<file path="config.mk">
export PLATFORM = sky130hd
export DESIGN_NAME = averaged_adc_distance_linearizer
export DESIGN_NICKNAME = d
export VERILOG_FILES = /design/src/rtl/adl_pkg.sv /design/src/rtl/adl_ctrl.sv /design/src/rtl/adl_dp.sv /design/src/rtl/averaged_adc_distance_linearizer.sv
export SDC_FILE = /design/constraint.sdc
export NUM_CORES = 2
export LEC_CHECK = 0
export CAP_MARGIN = 20
export CELL_PAD_IN_SITES_DETAIL_PLACEMENT = 1
export CELL_PAD_IN_SITES_GLOBAL_PLACEMENT = 1
export CORE_ASPECT_RATIO = 0.6
export CORE_MARGIN = 1.5
export CORE_UTILIZATION = 45
export CTS_BUF_LIST = sky130_fd_sc_hd__clkbuf_16
export CTS_CLUSTER_SIZE = 30
export DETAILED_ROUTE_END_ITERATION = 10
export DONT_BUFFER_PORTS = 1
export PLACE_DENSITY = 0.7
export SETUP_SLACK_MARGIN = 0.05
export SLEW_MARGIN = 5
export SYNTH_ARGS = -nofsm -noshare
export SYNTH_HDL_FRONTEND = slang
export SYNTH_SLANG_ARGS = --single-unit
export TNS_END_PERCENT = 1
</file>
<file path="constraint.sdc">
create_clock -name clk -period 3.75 [get_ports clk]
set_clock_uncertainty 0.15 [all_clocks]
set_input_delay 0.375 -clock clk [delete_from_list [all_inputs] [get_ports clk]]
set_output_delay 0.375 -clock clk [all_outputs]
set_load 0.01 [all_outputs]
</file>
<file path="src/rtl/adl_pkg.sv">
// ----------------------------------------------------------------------------
// adl_pkg: shared types and constants for the ADC distance linearizer
// Word layouts, controller/datapath links, register indexes, fixed widths.
// ----------------------------------------------------------------------------
package adl_pkg;

  // field widths
  localparam int unsigned SAMPLE_BITS = 10;
  localparam int unsigned SCNT_W      = 10;               // sample counter
  localparam int unsigned SUM_W       = SAMPLE_BITS + SCNT_W;
  localparam int unsigned FRAC_W      = 4;                // 10.4 average
  localparam int unsigned DVD_W       = SUM_W + FRAC_W;   // dividend bits
  localparam int unsigned DIV_W       = SCNT_W + 1;       // divisor up to 1024
  localparam int unsigned AVG_W       = 14;
  localparam int unsigned ENTRY_W     = 14;
  localparam int unsigned EIDX_W      = 8;
  localparam int unsigned QCM_W       = 10;
  localparam int unsigned SPR_W       = 10;
  localparam int unsigned ECNT_W      = 9;

  localparam int unsigned TABLE_DEPTH_DEF = 256;

  // configuration port
  localparam int unsigned CFG_IDX_W  = 2;
  localparam int unsigned CFG_DATA_W = 10;

  localparam logic [CFG_IDX_W-1:0] REG_SPR    = 2'd0;
  localparam logic [CFG_IDX_W-1:0] REG_ECNT   = 2'd1;
  localparam logic [CFG_IDX_W-1:0] REG_OFFSET = 2'd2;
  localparam logic [CFG_IDX_W-1:0] REG_MAXR   = 2'd3;

  localparam logic [SPR_W-1:0]  SPR_RST    = 10'd100;
  localparam logic [ECNT_W-1:0] ECNT_RST   = 9'd142;
  localparam logic [QCM_W-1:0]  OFFSET_RST = 10'd40;
  localparam logic [QCM_W-1:0]  MAXR_RST   = 10'd200;

  // entry i sits at 40 + 2i quarter-cm; midpoint to entry i-1 is 39 + 2i
  localparam int unsigned DIST_FIRST = 40;
  localparam int unsigned DIST_BASE  = 39;

  typedef struct packed {
    logic               req_type;      // 0 = sample, 1 = table write
    logic [SAMPLE_BITS-1:0] sample;
    logic [EIDX_W-1:0]  entry_index;
    logic [ENTRY_W-1:0] entry_value;
  } adl_in_t;

  typedef struct packed {
    logic [QCM_W-1:0] distance_qcm;
    logic             valid_res;
    logic [AVG_W-1:0] average;
  } adl_out_t;

  typedef enum logic [2:0] {
    S_IDLE,
    S_DIV,
    S_RD,
    S_CMP,
    S_OUT
  } adl_state_t;

  typedef struct packed {
    logic acc;          // add sample, reading not finished
    logic tbl_wr;       // table entry write
    logic div_start;    // final sample: load divider, clear accumulator
    logic div_step;
    logic search_init;
    logic rd;           // issue table read
    logic hit;          // record match
    logic next;         // advance entry
    logic load_out;
  } adl_cmd_t;

  typedef struct packed {
    logic is_write;
    logic last_sample;
    logic div_last;
    logic search_end;
    logic hit;
    logic out_full;
  } adl_status_t;

endpackage

</file>
<file path="src/rtl/adl_ctrl.sv">
// ----------------------------------------------------------------------------
// adl_ctrl: sequencing controller
// Accepts words, runs the divide, walks the table, hands the result over.
// ----------------------------------------------------------------------------
module adl_ctrl (
  input  logic                clk,
  input  logic                rst,
  input  logic                in_valid,
  output logic                in_ready,
  input  adl_pkg::adl_status_t status,
  output adl_pkg::adl_cmd_t   cmd
);
  import adl_pkg::*;

  adl_state_t state, state_next;

  always_ff @(posedge clk) begin
    if (rst) begin
      state <= S_IDLE;
    end else begin
      state <= state_next;
    end
  end

  always_comb begin
    state_next = state;
    cmd        = '0;
    in_ready   = 1'b0;
    unique case (state)
      S_IDLE: begin
        in_ready = 1'b1;
        if (in_valid) begin
          if (status.is_write) begin
            cmd.tbl_wr = 1'b1;
          end else if (status.last_sample) begin
            cmd.div_start = 1'b1;
            state_next    = S_DIV;
          end else begin
            cmd.acc = 1'b1;
          end
        end
      end
      S_DIV: begin
        cmd.div_step = 1'b1;
        if (status.div_last) begin
          cmd.search_init = 1'b1;
          state_next      = S_RD;
        end
      end
      S_RD: begin
        if (status.search_end) begin
          state_next = S_OUT;
        end else begin
          cmd.rd     = 1'b1;
          state_next = S_CMP;
        end
      end
      S_CMP: begin
        if (status.hit) begin
          cmd.hit    = 1'b1;
          state_next = S_OUT;
        end else begin
          cmd.next   = 1'b1;
          state_next = S_RD;
        end
      end
      S_OUT: begin
        if (!status.out_full) begin
          cmd.load_out = 1'b1;
          state_next   = S_IDLE;
        end
      end
      default: begin
        state_next = S_IDLE;
      end
    endcase
  end

endmodule

</file>
<file path="src/rtl/adl_dp.sv">
// ----------------------------------------------------------------------------
// adl_dp: datapath
// Settings, accumulator, bit-serial divider, threshold table, output word.
// ----------------------------------------------------------------------------
module adl_dp #(
  parameter int unsigned TABLE_DEPTH = adl_pkg::TABLE_DEPTH_DEF
) (
  input  logic                              clk,
  input  logic                              rst,
  input  logic                              cfg_we,
  input  logic [adl_pkg::CFG_IDX_W-1:0]     cfg_index,
  input  logic [adl_pkg::CFG_DATA_W-1:0]    cfg_data,
  input  adl_pkg::adl_in_t                  in_word,
  input  logic                              out_ready,
  output logic                              out_valid,
  output adl_pkg::adl_out_t                 out_word,
  input  adl_pkg::adl_cmd_t                 cmd,
  output adl_pkg::adl_status_t              status
);
  import adl_pkg::*;

  localparam int unsigned IDX_W   = $clog2(TABLE_DEPTH);
  localparam int unsigned CNT_W   = $clog2(TABLE_DEPTH + 1);
  localparam int unsigned DIST_W  = $clog2(2 * TABLE_DEPTH + DIST_FIRST);
  localparam int unsigned DSTEP_W = $clog2(DVD_W + 1);

  // settings
  logic [SPR_W-1:0]  spr;
  logic [ECNT_W-1:0] ecnt;
  logic [QCM_W-1:0]  offset;
  logic [QCM_W-1:0]  maxr;

  always_ff @(posedge clk) begin
    if (rst) begin
      spr    <= SPR_RST;
      ecnt   <= ECNT_RST;
      offset <= OFFSET_RST;
      maxr   <= MAXR_RST;
    end else if (cfg_we) begin
      unique case (cfg_index)
        REG_SPR:    spr    <= SPR_W'(cfg_data);
        REG_ECNT:   ecnt   <= ECNT_W'(cfg_data);
        REG_OFFSET: offset <= QCM_W'(cfg_data);
        REG_MAXR:   maxr   <= QCM_W'(cfg_data);
        default: ;
      endcase
    end
  end

  // accumulator
  logic [SUM_W-1:0]  sum, sum_inc;
  logic [SCNT_W-1:0] cnt, cnt_inc, need;

  assign sum_inc = sum + SUM_W'(in_word.sample);
  assign cnt_inc = cnt + SCNT_W'(1);
  assign need    = (spr == '0) ? SCNT_W'(1) : SCNT_W'(spr);

  always_ff @(posedge clk) begin
    if (rst) begin
      sum <= '0;
      cnt <= '0;
    end else if (cmd.div_start) begin
      sum <= '0;
      cnt <= '0;
    end else if (cmd.acc) begin
      sum <= sum_inc;
      cnt <= cnt_inc;
    end
  end

  // restoring divider, one quotient bit a cycle; dq ends holding the quotient
  logic [DVD_W-1:0]   dq;
  logic [DIV_W-1:0]   divisor, rem;
  logic [DIV_W:0]     trial;
  logic               ge;
  logic [DSTEP_W-1:0] dstep;

  assign trial = {rem, dq[DVD_W-1]};
  assign ge    = trial >= {1'b0, divisor};

  always_ff @(posedge clk) begin
    if (cmd.div_start) begin
      dq      <= {sum_inc, {FRAC_W{1'b0}}};
      divisor <= (cnt_inc == '0) ? {1'b1, {SCNT_W{1'b0}}} : DIV_W'(cnt_inc);
      rem     <= '0;
      dstep   <= DSTEP_W'(DVD_W);
    end else if (cmd.div_step) begin
      dq    <= {dq[DVD_W-2:0], ge};
      rem   <= ge ? DIV_W'(trial - {1'b0, divisor}) : DIV_W'(trial);
      dstep <= dstep - DSTEP_W'(1);
    end
  end

  logic [AVG_W-1:0] avg;
  assign avg = dq[AVG_W-1:0];

  // threshold table
  logic [ENTRY_W-1:0] tbl [TABLE_DEPTH];
  logic [ENTRY_W-1:0] rd_data;
  logic [CNT_W-1:0]   idx, limit;

  always_ff @(posedge clk) begin
    if (cmd.tbl_wr && (32'(in_word.entry_index) < TABLE_DEPTH)) begin
      tbl[IDX_W'(in_word.entry_index)] <= in_word.entry_value;
    end
    if (cmd.rd) begin
      rd_data <= tbl[idx[IDX_W-1:0]];
    end
  end

  assign limit = (32'(ecnt) < TABLE_DEPTH) ? CNT_W'(ecnt) : CNT_W'(TABLE_DEPTH);

  // search
  logic              found;
  logic [DIST_W-1:0] hit_dist;

  always_ff @(posedge clk) begin
    if (cmd.search_init) begin
      idx   <= '0;
      found <= 1'b0;
    end else if (cmd.next) begin
      idx <= idx + CNT_W'(1);
    end else if (cmd.hit) begin
      found    <= 1'b1;
      hit_dist <= (idx == '0) ? DIST_W'(DIST_FIRST)
                              : DIST_W'({idx, 1'b0}) + DIST_W'(DIST_BASE);
    end
  end

  // range check and offset removal
  logic        in_range;
  logic [31:0] dist_rel;

  assign in_range = found && (32'(hit_dist) >= 32'(offset)) && (32'(hit_dist) <= 32'(maxr));
  assign dist_rel = 32'(hit_dist) - 32'(offset);

  always_ff @(posedge clk) begin
    if (rst) begin
      out_valid <= 1'b0;
    end else if (cmd.load_out) begin
      out_valid <= 1'b1;
    end else if (out_ready) begin
      out_valid <= 1'b0;
    end
  end

  always_ff @(posedge clk) begin
    if (cmd.load_out) begin
      out_word.distance_qcm <= in_range ? QCM_W'(dist_rel) : '0;
      out_word.valid_res    <= in_range;
      out_word.average      <= avg;
    end
  end

  always_comb begin
    status             = '0;
    status.is_write    = in_word.req_type;
    status.last_sample = (cnt_inc == '0) || (cnt_inc >= need);
    status.div_last    = (dstep == DSTEP_W'(1));
    status.search_end  = (idx >= limit);
    status.hit         = (avg > rd_data);
    status.out_full    = out_valid && !out_ready;
  end

endmodule

</file>
<file path="src/rtl/averaged_adc_distance_linearizer.sv">
// ----------------------------------------------------------------------------
// averaged_adc_distance_linearizer: averaged ADC to distance lookup
// Averages ADC samples, divides by count, searches a calibration table.
// ----------------------------------------------------------------------------
// A table write or a non-final sample is taken without leaving idle. A final
// sample's result word follows the divide and then a read and compare of each
// entry in turn, until a match or the entry limit, when the word is loaded.
// One word per cycle is taken outside a reading; no input from a final
// sample until its result is loaded, longer while the last result is unread.
// Reset (sync): settings to defaults, sum and out_valid cleared; table kept.
module averaged_adc_distance_linearizer #(
  parameter int unsigned TABLE_DEPTH = adl_pkg::TABLE_DEPTH_DEF
) (
  input  logic                           clk,
  input  logic                           rst,
  // configuration
  input  logic                           cfg_we,
  input  logic [adl_pkg::CFG_IDX_W-1:0]  cfg_index,
  input  logic [adl_pkg::CFG_DATA_W-1:0] cfg_data,
  // input words: samples and table writes
  input  logic                           in_valid,
  output logic                           in_ready,
  input  adl_pkg::adl_in_t               in_word,
  // result words
  output logic                           out_valid,
  input  logic                           out_ready,
  output adl_pkg::adl_out_t              out_word
);
  import adl_pkg::*;

  adl_cmd_t    cmd;
  adl_status_t status;

  // controller: accept, divide, walk, deliver
  adl_ctrl u_ctrl (
    .clk      (clk),
    .rst      (rst),
    .in_valid (in_valid),
    .in_ready (in_ready),
    .status   (status),
    .cmd      (cmd)
  );

  // datapath: settings, sum, divider, table, output register
  adl_dp #(
    .TABLE_DEPTH (TABLE_DEPTH)
  ) u_dp (
    .clk       (clk),
    .rst       (rst),
    .cfg_we    (cfg_we),
    .cfg_index (cfg_index),
    .cfg_data  (cfg_data),
    .in_word   (in_word),
    .out_ready (out_ready),
    .out_valid (out_valid),
    .out_word  (out_word),
    .cmd       (cmd),
    .status    (status)
  );

endmodule

</file>
==> qor.csv <==
metric;value;unit
Period Utilization, post-route;101;%
power consumption;84.9;mW
Setup crit start kind;flip-flop;
Total GRT Usage;27.9;%
RD Place Congestion;0.880;
YS warnings;0;
Slew @ Worst Pin;1.61;ns
syn_nets;7825;
via/cell ratio;6.41;
Yosys reg bits;3767;
top_reg_cell synth;edfxtp_1;
hpwl dp;294000;um
die width;744;um
status;finished with violations;
CTS Buf Count;342;
Yosys cell types;83;
Post-Syn Area per Cell;19.3;sq um
Post-route DRC;0;
critical path capture point type;flip-flop;
CTS max path bufs;4;
initial antenna violation count;42;
critical path type;reg2reg;
Layout fillers;29500;
peak supply drop;557;uV
H-tree depth;5;
TNS Setup;-0.0616;ns
layout cell share with drive strength beyond 1;23.1;%
Final Hold Viols;0;
Hold WC Path Type;in2reg;
First-pass DRT Iterations;6;
1st-iter DRT viols;13500;
CP required;4.26;ns
Post-Syn Instances;7692;
Final setup violation count;2;
CORE AREA;0.328;sq mm
most common cell after layout, fill and taps aside;edfxtp_1;
crit path cell chain;buf_4 > buf_12 > mux4_2 > mux4_2 > a21oi_1 > o21ai_1 > a32o_1;
failing checks;max-slew violations, negative setup slack;
Via Count;84300;
fraction of registers with async set/reset;0;%
Seq/Total Area, Yosys;75.6;%
Slew Viols, Final;74;
multi-input gate area in the final layout;0.0338;sq mm
commonest non-fill, non-tap cells in the layout;3664 x edfxtp_1, 678 x buf_4, 657 x mux2i_1, 614 x mux4_2, 370 x nor2_1;
Die ar.;0.333;sq mm
Layout area overhead;15.6;%
CP most frequent cell;mux4_2;
clock slew at reported path FFs;0.07;ns
fmax;263;MHz
Layout Nets;8622;
Initial Utilization;45.2;%
CTS tree;done;
DP Worst Slack;-0.275;ns
WP data arrival;4.32;ns
RSZ-0062 raised after global routing;true;
Post-synth EDFFs;3664;
Mapped Area;0.148;sq mm
I/O pins;77;
remaining antenna violation count after routing;0;
DR WL/cell;35.8;um
Clock Latency Late Sink;0.95;ns
clk sinks;3767;
CP max stage delay;0.62;ns
final setup margin;-0.0548;ns
grt ovf;0;
die height;448;um
WL final;470000;um
largest net degree at the start of global routing;257;
row cnt;163;
crit-path max FO;33;
Leakage;53.2;nW
first-pass GRT wire length;656000;um
Reg area;0.112;sq mm
CTS Root Cell;clkbuf_16;
max cap viols;0;
Slew headroom;-7.54;%
vias in the first global route;83200;
power density cells;495;mW/mm^2
IO Port Bufs;0;
minimum clock period;3.80;ns
slowest CP cell;mux4_2;
-- per-layer routing --
metal | vias up | global-route usage, % | wire [um] | part of all wire [%]
met1 | 44800 | 42.6 | 196000 | 42
met3 | 727 | 9.12 | 64200 | 14
met2 | 5529 | 38.7 | 197000 | 42
li1 | 33200 | - | - | -
met5 | - | 0 | 262 | 0.056
met4 | 38 | 6.51 | 12200 | 2.6
-- stage by stage --
stage / std cells / hold slack [ns] / util (%) / instance area [sq um]
2_1_floorplan: 7692 / 0.258 / - / 148000
5_1_grt: 13100 / 0.0736 / 52.2 / 171000
3_5_place_dp: 12400 / 0.280 / 48.3 / 159000
6_report: 13100 / 0.0661 / 52.2 / 171000
4_1_cts: 13100 / 0.00533 / 52.0 / 171000
3_3_place_gp: 12400 / 0.277 / 48.2 / 158000
-- critical path: cells and delay by family (launching register included) --
kind                   cells  cell delay [ns]
muxes                      2             1.24
buffers and inverters      2             0.58
DFF                        1             0.54
AOI/OAI and AO/OA          3             0.96
-- where the power goes --
part           switching, mW  internal (mW)
logic                   2.13           1.16
registers              0.192           46.3
clock network           16.0           19.1
total                   18.3           66.6
-- final cells by class --
type	instances	share of cell area (%)
flip-flops and latches	3767	65.4
multi-input cells	3387	19.7
clock buffers	348	5.08
inverters	96	0.215
diodes	18	0.0263
clock inverters	263	1.23
repair buffers	895	5.15
well taps	4372	3.19
-- worst paths after layout --
check | from | to | slack, ns | cells past startpoint
worst min-delay path | in_word[21] | u_dp.tbl[79][12] | 0.07 | 4
worst max register to register | u_dp.idx[0] | u_dp.rd_data[1] | -0.05 | 7
worst max-delay path | u_dp.idx[0] | u_dp.rd_data[1] | -0.05 | 7
worst min register to register | u_dp.dq[0] | u_dp.out_word[0] | 0.29 | 0
-- cells in the mapped netlist (all sizes together) (86+ instances only) --
| library cell | instances | share of area, % |
|---|---|---|
| edfxtp | 3664 | 74 |
| mux2i | 660 | 4.5 |
| mux4 | 614 | 9.3 |
| nor2 | 380 | 0.96 |
| buf | 268 | 1.3 |
| nand2 | 253 | 0.64 |
| o22ai | 237 | 1.0 |
| a21oi | 205 | 0.69 |
| clkbuf | 174 | 0.44 |
| o221ai | 113 | 0.67 |
| dfxtp | 103 | 1.4 |
| inv | 94 | 0.24 |
| a22oi | 90 | 0.46 |
| o21ai | 86 | 0.29 |
-- state kept, by name (all words and copies together) (netlist names), 11 cells and up --
signal         flops
u_dp.tbl        3584
u_dp.out_word     25
u_dp.dq           24
u_dp.sum          20
u_dp.rd_data      14
u_dp.divisor      11
u_dp.rem          11
-- timing repair --
| action | CTS | global route |
|---|---|---|
| gates resized for setup | 21 | 51 |
| pin swaps | 0 | 2 |
| setup endpoints to repair | 12 | 124 |
| hold buffers | 94 | 1 |
| hold endpoints to repair | 3821 | 96 |
| setup buffers | 1 | 0 |
-- cell families (layout without fill, tap and decap cells) --
group / after synthesis / after routing / synth area share (%)
flops: 3767 / 3767 / 75.6
mux: 1279 / 1279 / 13.8
simple gates: 1002 / 1002 / 3.16
compound gates: 972 / 972 / 4.44
buf+inv: 538 / 1602 / 1.98
fa+ha+maj: 83 / 83 / 0.715
xor+xnor: 51 / 51 / 0.301
other cells: 0 / 18 / 0
(Power assumes the default switching activity.)
